--- config.mk ---
export PLATFORM = sky130hd
export DESIGN_NAME = lifo_stack_remove_key
export DESIGN_NICKNAME = d
export VERILOG_FILES = /design/src/hw/rtl/lsrk_pkg.sv /design/src/hw/rtl/lsrk_cell.sv /design/src/hw/rtl/lifo_stack_remove_key.sv
export SDC_FILE = /design/constraint.sdc
export NUM_CORES = 1
export LEC_CHECK = 0
export ABC_CLOCK_PERIOD_IN_PS = 8100
export BUFFER_PORTS_ARGS = -buffer_cell sky130_fd_sc_hd__buf_2
export CORE_ASPECT_RATIO = 1.75
export CORE_MARGIN = 3
export CORE_UTILIZATION = 56
export CTS_CLUSTER_SIZE = 28
export DETAILED_ROUTE_END_ITERATION = 16
export GPL_ROUTABILITY_DRIVEN = 0
export MAX_ROUTING_LAYER = met4
export PLACE_DENSITY = 0.74
export SETUP_SLACK_MARGIN = 0.1
export SLEW_MARGIN = 20
export SYNTH_ARGS = -nofsm -noshare
export SYNTH_HDL_FRONTEND = slang
export SYNTH_HIERARCHICAL = 1
export SYNTH_SLANG_ARGS = --single-unit
export TNS_END_PERCENT = 50
--- constraint.sdc ---
create_clock -name clk -period 8.1 [get_ports clk]
set_clock_uncertainty 0.15 [all_clocks]
set_input_delay 0.81 -clock clk [delete_from_list [all_inputs] [get_ports clk]]
set_output_delay 0.81 -clock clk [all_outputs]
set_load 0.01 [all_outputs]
--- src/hw/rtl/lsrk_pkg.sv ---
// Shared types and command codes for the LIFO stack with removal by key.
package lsrk_pkg;

    localparam int unsigned BYTE_W = 8;

    typedef enum logic [1:0] {
        CMD_PUSH   = 2'd0,
        CMD_POP    = 2'd1,
        CMD_REMOVE = 2'd2
    } cmd_e;

    // Command information broadcast to every cell in the same cycle.
    typedef struct packed {
        logic              push_en;
        logic              remove_en;
        logic [BYTE_W-1:0] data;
    } cell_cmd_t;

    // Where a cell stands relative to the current fill count.
    typedef struct packed {
        logic below;   // cell holds a live entry
        logic at;      // cell is the first free slot
        logic top;     // cell holds the top entry
    } cell_pos_t;

    // Signals rippling from the top cell toward the bottom cell.
    typedef struct packed {
        logic              found;   // a matching entry exists at or above this cell
        logic [BYTE_W-1:0] top;     // value of the top entry, zero if none seen yet
    } cell_chain_t;

endpackage

--- src/hw/rtl/lsrk_cell.sv ---
// One stack cell: holds one entry, compares it with the key and shifts down on removal.
module lsrk_cell
    import lsrk_pkg::*;
(
    input  logic              clk,
    input  cell_cmd_t         cmd,
    input  cell_pos_t         pos,
    input  logic              key_hit,
    input  logic [BYTE_W-1:0] upper_entry,
    input  cell_chain_t       chain_in,
    output cell_chain_t       chain_out,
    output logic [BYTE_W-1:0] entry
);

    logic [BYTE_W-1:0] entry_reg;
    logic [BYTE_W-1:0] entry_next;
    logic              match;

    always_comb
    begin
        match           = cmd.remove_en && pos.below && (entry_reg == cmd.data);
        chain_out.found = chain_in.found || match;
        chain_out.top   = pos.top ? entry_reg : chain_in.top;
    end

    always_comb
    begin
        entry_next = entry_reg;
        if (cmd.push_en && pos.at)
        begin
            entry_next = cmd.data;
        end
        else if (cmd.remove_en && key_hit && !chain_in.found)
        begin
            // No match lies above this cell, so it sits at or above the topmost match.
            // The removed entry and everything above it take the value from one place up.
            entry_next = upper_entry;
        end
    end

    always_ff @(posedge clk)
    begin
        entry_reg <= entry_next;
    end

    assign entry = entry_reg;

endmodule

--- src/hw/rtl/lifo_stack_remove_key.sv ---
// Top level of the LIFO stack with push, pop and removal by key, built as a row of cells.
//
//  channel   direction  tdata (low bit up)                    tuser
//  s_*       in         data_byte[7:0]                        command[1:0]
//  m_*       out        ok, popped_byte[7:0], entry_count     -
//
//  One command is taken per cycle; its result appears in the output register the
//  cycle after acceptance. The key search ripples from the top cell to the bottom
//  cell within that cycle, so removal costs no more cycles than push or pop.
//  Reset empties the stack at once; entries need no clearing.
//  While a result waits on m_tready, a new command is taken only as the result leaves.
module lifo_stack_remove_key
    import lsrk_pkg::*;
#(
    parameter int unsigned DEPTH = 8
)
(
    input  logic                                clk,
    input  logic                                rst_n,
    input  logic                                s_tvalid,
    output logic                                s_tready,
    input  logic [7:0]                          s_tdata,   // data_byte[7:0]
    input  logic [1:0]                          s_tuser,   // command[1:0]
    output logic                                m_tvalid,
    input  logic                                m_tready,
    // ok[0], popped_byte[8:1], entry_count above, zero fill to a byte boundary
    output logic [((1+BYTE_W+$clog2(DEPTH+1)+7)/8)*8-1:0] m_tdata
);

    localparam int unsigned CNT_W   = $clog2(DEPTH + 1);
    localparam int unsigned RES_W   = 1 + BYTE_W + CNT_W;
    localparam int unsigned TDATA_W = ((RES_W + 7) / 8) * 8;

    logic [CNT_W-1:0]  count_reg;
    logic [CNT_W-1:0]  count_next;
    logic              out_valid_reg;
    logic              ok_reg;
    logic              ok_next;
    logic [BYTE_W-1:0] popped_reg;
    logic [BYTE_W-1:0] popped_next;

    logic              accept;
    logic              full;
    logic              empty;
    cell_cmd_t         cmd;
    cell_pos_t         pos      [DEPTH];
    cell_chain_t       chain    [DEPTH+1];
    logic [BYTE_W-1:0] entries  [DEPTH+1];

    assign s_tready = !out_valid_reg || m_tready;
    assign accept   = s_tvalid && s_tready;
    assign full     = (count_reg == CNT_W'(DEPTH));
    assign empty    = (count_reg == '0);

    always_comb
    begin
        cmd.push_en   = accept && (s_tuser == CMD_PUSH) && !full;
        cmd.remove_en = accept && (s_tuser == CMD_REMOVE);
        cmd.data      = s_tdata;
    end

    // Nothing lies above the top cell.
    assign chain[DEPTH].found = 1'b0;
    assign chain[DEPTH].top   = '0;
    assign entries[DEPTH]     = '0;

    genvar gi;
    generate
        for (gi = 0; gi < DEPTH; gi++)
        begin : g_cell
            always_comb
            begin
                pos[gi].below = (CNT_W'(gi) < count_reg);
                pos[gi].at    = (CNT_W'(gi) == count_reg);
                pos[gi].top   = (CNT_W'(gi + 1) == count_reg);
            end

            lsrk_cell u_cell (
                .clk         (clk),
                .cmd         (cmd),
                .pos         (pos[gi]),
                .key_hit     (chain[0].found),
                .upper_entry (entries[gi+1]),
                .chain_in    (chain[gi+1]),
                .chain_out   (chain[gi]),
                .entry       (entries[gi])
            );
        end
    endgenerate

    always_comb
    begin
        count_next  = count_reg;
        ok_next     = 1'b0;
        popped_next = '0;
        case (s_tuser)
            CMD_PUSH:
            begin
                ok_next = !full;
                if (!full)
                begin
                    count_next = count_reg + CNT_W'(1);
                end
            end
            CMD_POP:
            begin
                ok_next = !empty;
                if (!empty)
                begin
                    count_next  = count_reg - CNT_W'(1);
                    popped_next = chain[0].top;
                end
            end
            CMD_REMOVE:
            begin
                // A match can only be found among live entries, so this also covers empty.
                ok_next = chain[0].found;
                if (chain[0].found)
                begin
                    count_next = count_reg - CNT_W'(1);
                end
            end
            default:
            begin
                ok_next = 1'b0;
            end
        endcase
    end

    always_ff @(posedge clk or negedge rst_n)
    begin
        if (!rst_n)
        begin
            count_reg     <= '0;
            out_valid_reg <= 1'b0;
        end
        else
        begin
            if (accept)
            begin
                count_reg     <= count_next;
                out_valid_reg <= 1'b1;
            end
            else if (m_tready)
            begin
                out_valid_reg <= 1'b0;
            end
        end
    end

    always_ff @(posedge clk)
    begin
        if (accept)
        begin
            ok_reg     <= ok_next;
            popped_reg <= popped_next;
        end
    end

    assign m_tvalid = out_valid_reg;
    assign m_tdata  = {{(TDATA_W - RES_W){1'b0}}, count_reg, popped_reg, ok_reg};

    a_count_bound: assert property (@(posedge clk) disable iff (!rst_n)
        count_reg <= CNT_W'(DEPTH))
        else $error("fill count exceeds depth");

    a_push_grows: assert property (@(posedge clk) disable iff (!rst_n)
        (accept && (s_tuser == CMD_PUSH) && !full) |=> (count_reg == $past(count_reg) + CNT_W'(1)))
        else $error("push did not grow the stack");

    a_count_idle: assert property (@(posedge clk) disable iff (!rst_n)
        !accept |=> $stable(count_reg))
        else $error("fill count changed without a command");

    a_fail_zero: assert property (@(posedge clk) disable iff (!rst_n)
        (m_tvalid && !ok_reg) |-> (popped_reg == '0))
        else $error("failed command reports a popped byte");

endmodule
; ---- Word-level counts from Yosys, hierarchy flattened
; Cells that the tools add are included.
[classes]
muxes = 31
order_cmp = 8
n_eq_ne = 22
n_addsub = 2
n_reduce_logical = 68
bitwise_logic = 1
[op_table]
columns = cell, count
row1 = $mux 8, 24
row2 = $eq 8x8->1, 8
row3 = $logic_and 1x1->1, 36
row4 = $reduce_bool 2->1, 9
row5 = $eq 3x4->1 const A, 4
row6 = $lt 3x4->1 const A, 4
row7 = $mux 4, 3
row8 = $pmux 4 s3, 1
row9 = $logic_not 1->1, 10
row10 = $eq 2x4->1 const A, 2
row11 = $logic_or 1x1->1, 8
row12 = $lt 1x4->1 const A, 2
row13 = $lt 2x4->1 const A, 2
row14 = $reduce_and 5->1, 1
row15 = $add 4x1->4 const B, 1
row16 = $eq 1x4->1 const A, 1
row17 = $eq 4x4->1 const A, 1
row18 = $eq 4x4->1 const B, 1
row19 = $logic_not 4->1, 1
row20 = $ne 2x2->1 const B, 2
row21 = $sub 4x1->4 const B, 1
row22 = $pmux 1 s3, 1
row23 = $reduce_bool 3->1, 1
row24 = $eq 2x1->1 const B, 1
row25 = other kinds (6), 7
[word_totals]
reg_bits = 78
word_cells = 144
in_bits = 14
out_inout_bits = 18

; ---- Depth between registers and ports, before layout
[logic_depth]
ltp_word = 17
depth_mapped = 16
depth_no_buf = 16

; ---- Modules after synthesis
; The synthesis kept the hierarchy.
[by_module_without_submodules]
columns = mod, cells_per_inst, area_each_um2, instances, seq_area_each_um2
row1 = lsrk_cell, 40, 545.5, 8, 240.2
row2 = lifo_stack_remove_key, 93, 1012.2, 1, 395.4

; ---- Worst setup path before layout
; No wires, ideal clock.
[synth_path]
path_kind = in2reg
startpoint = input m_tready
endpoint = register count_reg[0]
t_arrival_ns = 3.556
required_ns = 7.825
cell_stages = 15
slack_ns = 4.268
path_cell_list = nand2b_1 > nand2_1 > nor2_1 > and3_1 > a31o_1 > a31o_1 > a31o_1 > a31o_1 > a31o_1 > a31o_1 > a31o_1 > a31o_1 > o2111a_1 > and2_4 > xnor2_2
[synth_lines]
columns = element, line
row1 = from (decl), lifo_stack_remove_key.sv:25  ; input logic m_tready,
row2 = to (signal assigned), lifo_stack_remove_key.sv:141  ; count_reg <= count_next;
row3 = to (decl), lifo_stack_remove_key.sv:34  ; logic [CNT_W-1:0] count_reg;

==> flow_metrics.py <==
metrics = {
    "run_status": {
        "status": "finished clean",
    },
    "pwr": {
        "power.density_mw_per_mm2": 227,
        "ir_drop_mv": 0.150,
        "p_leak_nw": 2.24,
        "power_mw": 1.34,
    },
    "sta": {
        "setup_tns_ns": 0,
        "setup_violations": 0,
        "period_needed_ns": 4.21,
        "grt_setup_unrepaired": "no",
        "slew_viol_final": 0,
        "fmax_mhz": 238,
        "fin_crit_sh_pct": 51.9,
        "slew_headroom_pct": 31.1,
        "tightest_slew_ns": 1.03,
        "finalHoldViolCount": 0,
    },
    "global_route": {
        "overflow": 0,
        "grt_pass1_vias": 3604,
        "grt_pass1_wl_um": 19700,
        "grt_usage_pct": 25.5,
        "antenna_found_initial": 0,
        "grt_max_degree": 17,
    },
    "synth": {
        "async_flop_share_pct": 6.41,
        "synthFlopType": "edfxtp_1",
        "synth_edf_count": 73,
        "yosysSeqAreaShare_pct": 43.1,
        "synth_cell_types": 41,
        "synth_area_per_cell_um2": 13.0,
        "syn-cell-area_mm2": 0.00538,
        "synth_seq_cells": 78,
        "synthCells": 413,
        "ys.warnings.count": 6,
    },
    "cts": {
        "numClockSinks": 78,
        "clk_latency_ns": 0.34,
        "cts_max_path_buffers": 2,
        "post_cts_buffers": 0,
        "cts_resized": 0,
        "clk_pin_slew_ns": 0.06,
        "htree_levels": 3,
        "cts_tree": "built",
        "hold_buffers": 0,
        "cts_buffers": 9,
        "cts-root-buf": "clkbuf_16",
    },
    "final_layout": {
        "area_delta_synth_final_pct": 9.91,
        "drive_above_1_share_pct": 43.6,
        "diodes": 0,
        "largest_register_ffs": 64,
        "nNetsFinal": 483,
        "fin_area_mm2": 0.00591,
        "fill_cells": 744,
    },
    "die": {
        "io_pins": 32,
        "die_h_um": 136,
        "start_util_pct": 58.4,
        "rows": 46,
        "die_area_mm2": 0.0109,
        "fp.coreArea_mm2": 0.00921,
        "die_w_um": 80.1,
    },
    "critical_path": {
        "cp-start-kind": "flop",
        "required_ns": 8.04,
        "crit_top_cell": "mux2_2",
        "arrival_ns": 4.15,
        "crit_type": "reg2reg",
        "crit_chain": "and2b_2 > nand2_1 > nor2_1 > mux2_2 > mux2_2 > mux2_2 > mux2_2 > mux2_2 > mux2_2 > mux2_2 > and2_1",
        "cpMaxStageDelayCell": "nor2_1",
        "cp-end-kind": "flop",
        "slowest_delay_ns": 0.65,
        "critPathMaxFanout": 11,
    },
    "detailed_routing": {
        "antenna_left": 0,
        "wl_um": 12500,
        "dr.pass1.iters": 4,
        "wl_per_cell_um": 21.5,
        "dr.first_iter.drc_count": 194,
        "vias": 3340,
        "vias_per_cell": 5.73,
        "drc": 0,
    },
    "placement": {
        "hpwlAfterDp_um": 9330,
        "place_area_mm2": 0.00565,
        "port-buffer-count": 28,
    },
    "min_path": {
        "hold_class": "in2async",
    },
    "flow_run": {
        "drv_cap": 0,
    },
}
[routing by layer]
layer	GRT usage [%]	vias up	share of wire, %
met5	-	-	0
met4	11.6	0	3.6
met3	3.99	24	1.9
met2	48.3	60	58
met1	24.4	1676	36
li1	-	1580	-
[final cells by class]
| cell class | count | area (µm²) | share of cell area (%) |
|---|---|---|---|
| Clock buffer | 9 | 225 | 3.81 |
| Clock inverter | 7 | 31.3 | 0.529 |
| Sequential cell | 78 | 2320 | 39.2 |
| Tap cell | 120 | 150 | 2.54 |
| Inverter | 8 | 35.0 | 0.593 |
| Multi-Input combinational cell | 332 | 3000 | 50.8 |
| Timing Repair Buffer | 29 | 148 | 2.50 |
[power by group]
group          internal [mW]  total (mW)  switching [mW]
clock                  0.202       0.356           0.154
combinational          0.249       0.476           0.227
sequential             0.469       0.512          0.0425
total                  0.920        1.34           0.423
[path summary, 6_finish.rpt]
kind | startpoint | endpoint | slack (ns) | cells past startpoint
min reg2reg | m_tvalid | m_tvalid | 0.41 | 2
max reg2reg | count_reg[2] | popped_reg[1] | 3.89 | 11
max | count_reg[2] | popped_reg[1] | 3.89 | 11
max in group asynchronous | rst_n | m_tvalid | 7.54 | 1
min | rst_n | count_reg[2] | 0.13 | 1
min in group clk | m_tvalid | m_tvalid | 0.41 | 2
[metrics by stage]
step                cells  hold slack, ns  setup WS (ns)  util [%]
finish                583           0.128           3.89      64.2
global placement      567           0.387           3.95      61.4
CTS                   583           0.120           3.93      64.2
floorplan             433           0.364           4.27         -
detailed placement    567           0.399           3.82      61.4
global route          583           0.122           3.75      64.2
[Yosys cell counts, types with 2 or more instances]
library cell,count,area share [%]
inv_1,7,0.49
nor4_2,8,1.9
nand3_1,2,0.19
xor2_1,57,9.3
nand3b_1,9,1.3
nand2_1,12,0.84
dfrtp_1,5,2.3
ha_1,11,2.6
nand2_2,8,0.93
and2_1,10,1.2
and2_2,3,0.42
nor3_1,10,0.93
nand2b_1,3,0.35
a21oi_1,2,0.19
buf_4,6,0.84
and3_1,8,0.93
xnor2_1,10,1.6
edfxtp_1,73,41
buf_2,8,0.74
nor2_1,5,0.35
mux2_2,129,27
a31o_1,8,1.3
[worst max-delay path: cells and delay by family (launching register included)]
family / cells / cell delay (ns)
and+or+nand+nor: 4 / 1.11
muxes: 7 / 2.05
DFF: 1 / 0.64
[placed cells by master, fill, tap and decap left out, drive strengths merged]
cell    instances
clkbuf          9
and3            8
xnor2          11
or3             1
nor2b           1
clkinv          7
nor4b           1
o211ai          1
ha             11
nor3           10
nand2b          3
a21oi           3
xor2           57
nand3b          9
a21o            1
mux2          129
nor4            8
o21ai           2
o2111a          1
nand2          21
nand4b          1
and2b           1
a31o            8
inv             8
edfxtp         73
and2           14
nor2            6
and3b           1
buf            29
nand3           2
conb           21
dfrtp           5
[cells by family (layout without fill, tap and decap cells)]
group	after synthesis	in the layout	share of synthesized area, %
adders and majority gates	11	11	2.56
AOI/OAI and AO/OA	16	16	2.56
xor gates and xnor gates	68	68	11.2
buffers and inverters	23	53	2.44
DFF	78	78	43.1
muxes	129	129	27.0
other	1	21	0.0697
and+or+nand+nor	87	87	11.0
Note: power is estimated with default switching activity, not from simulation.
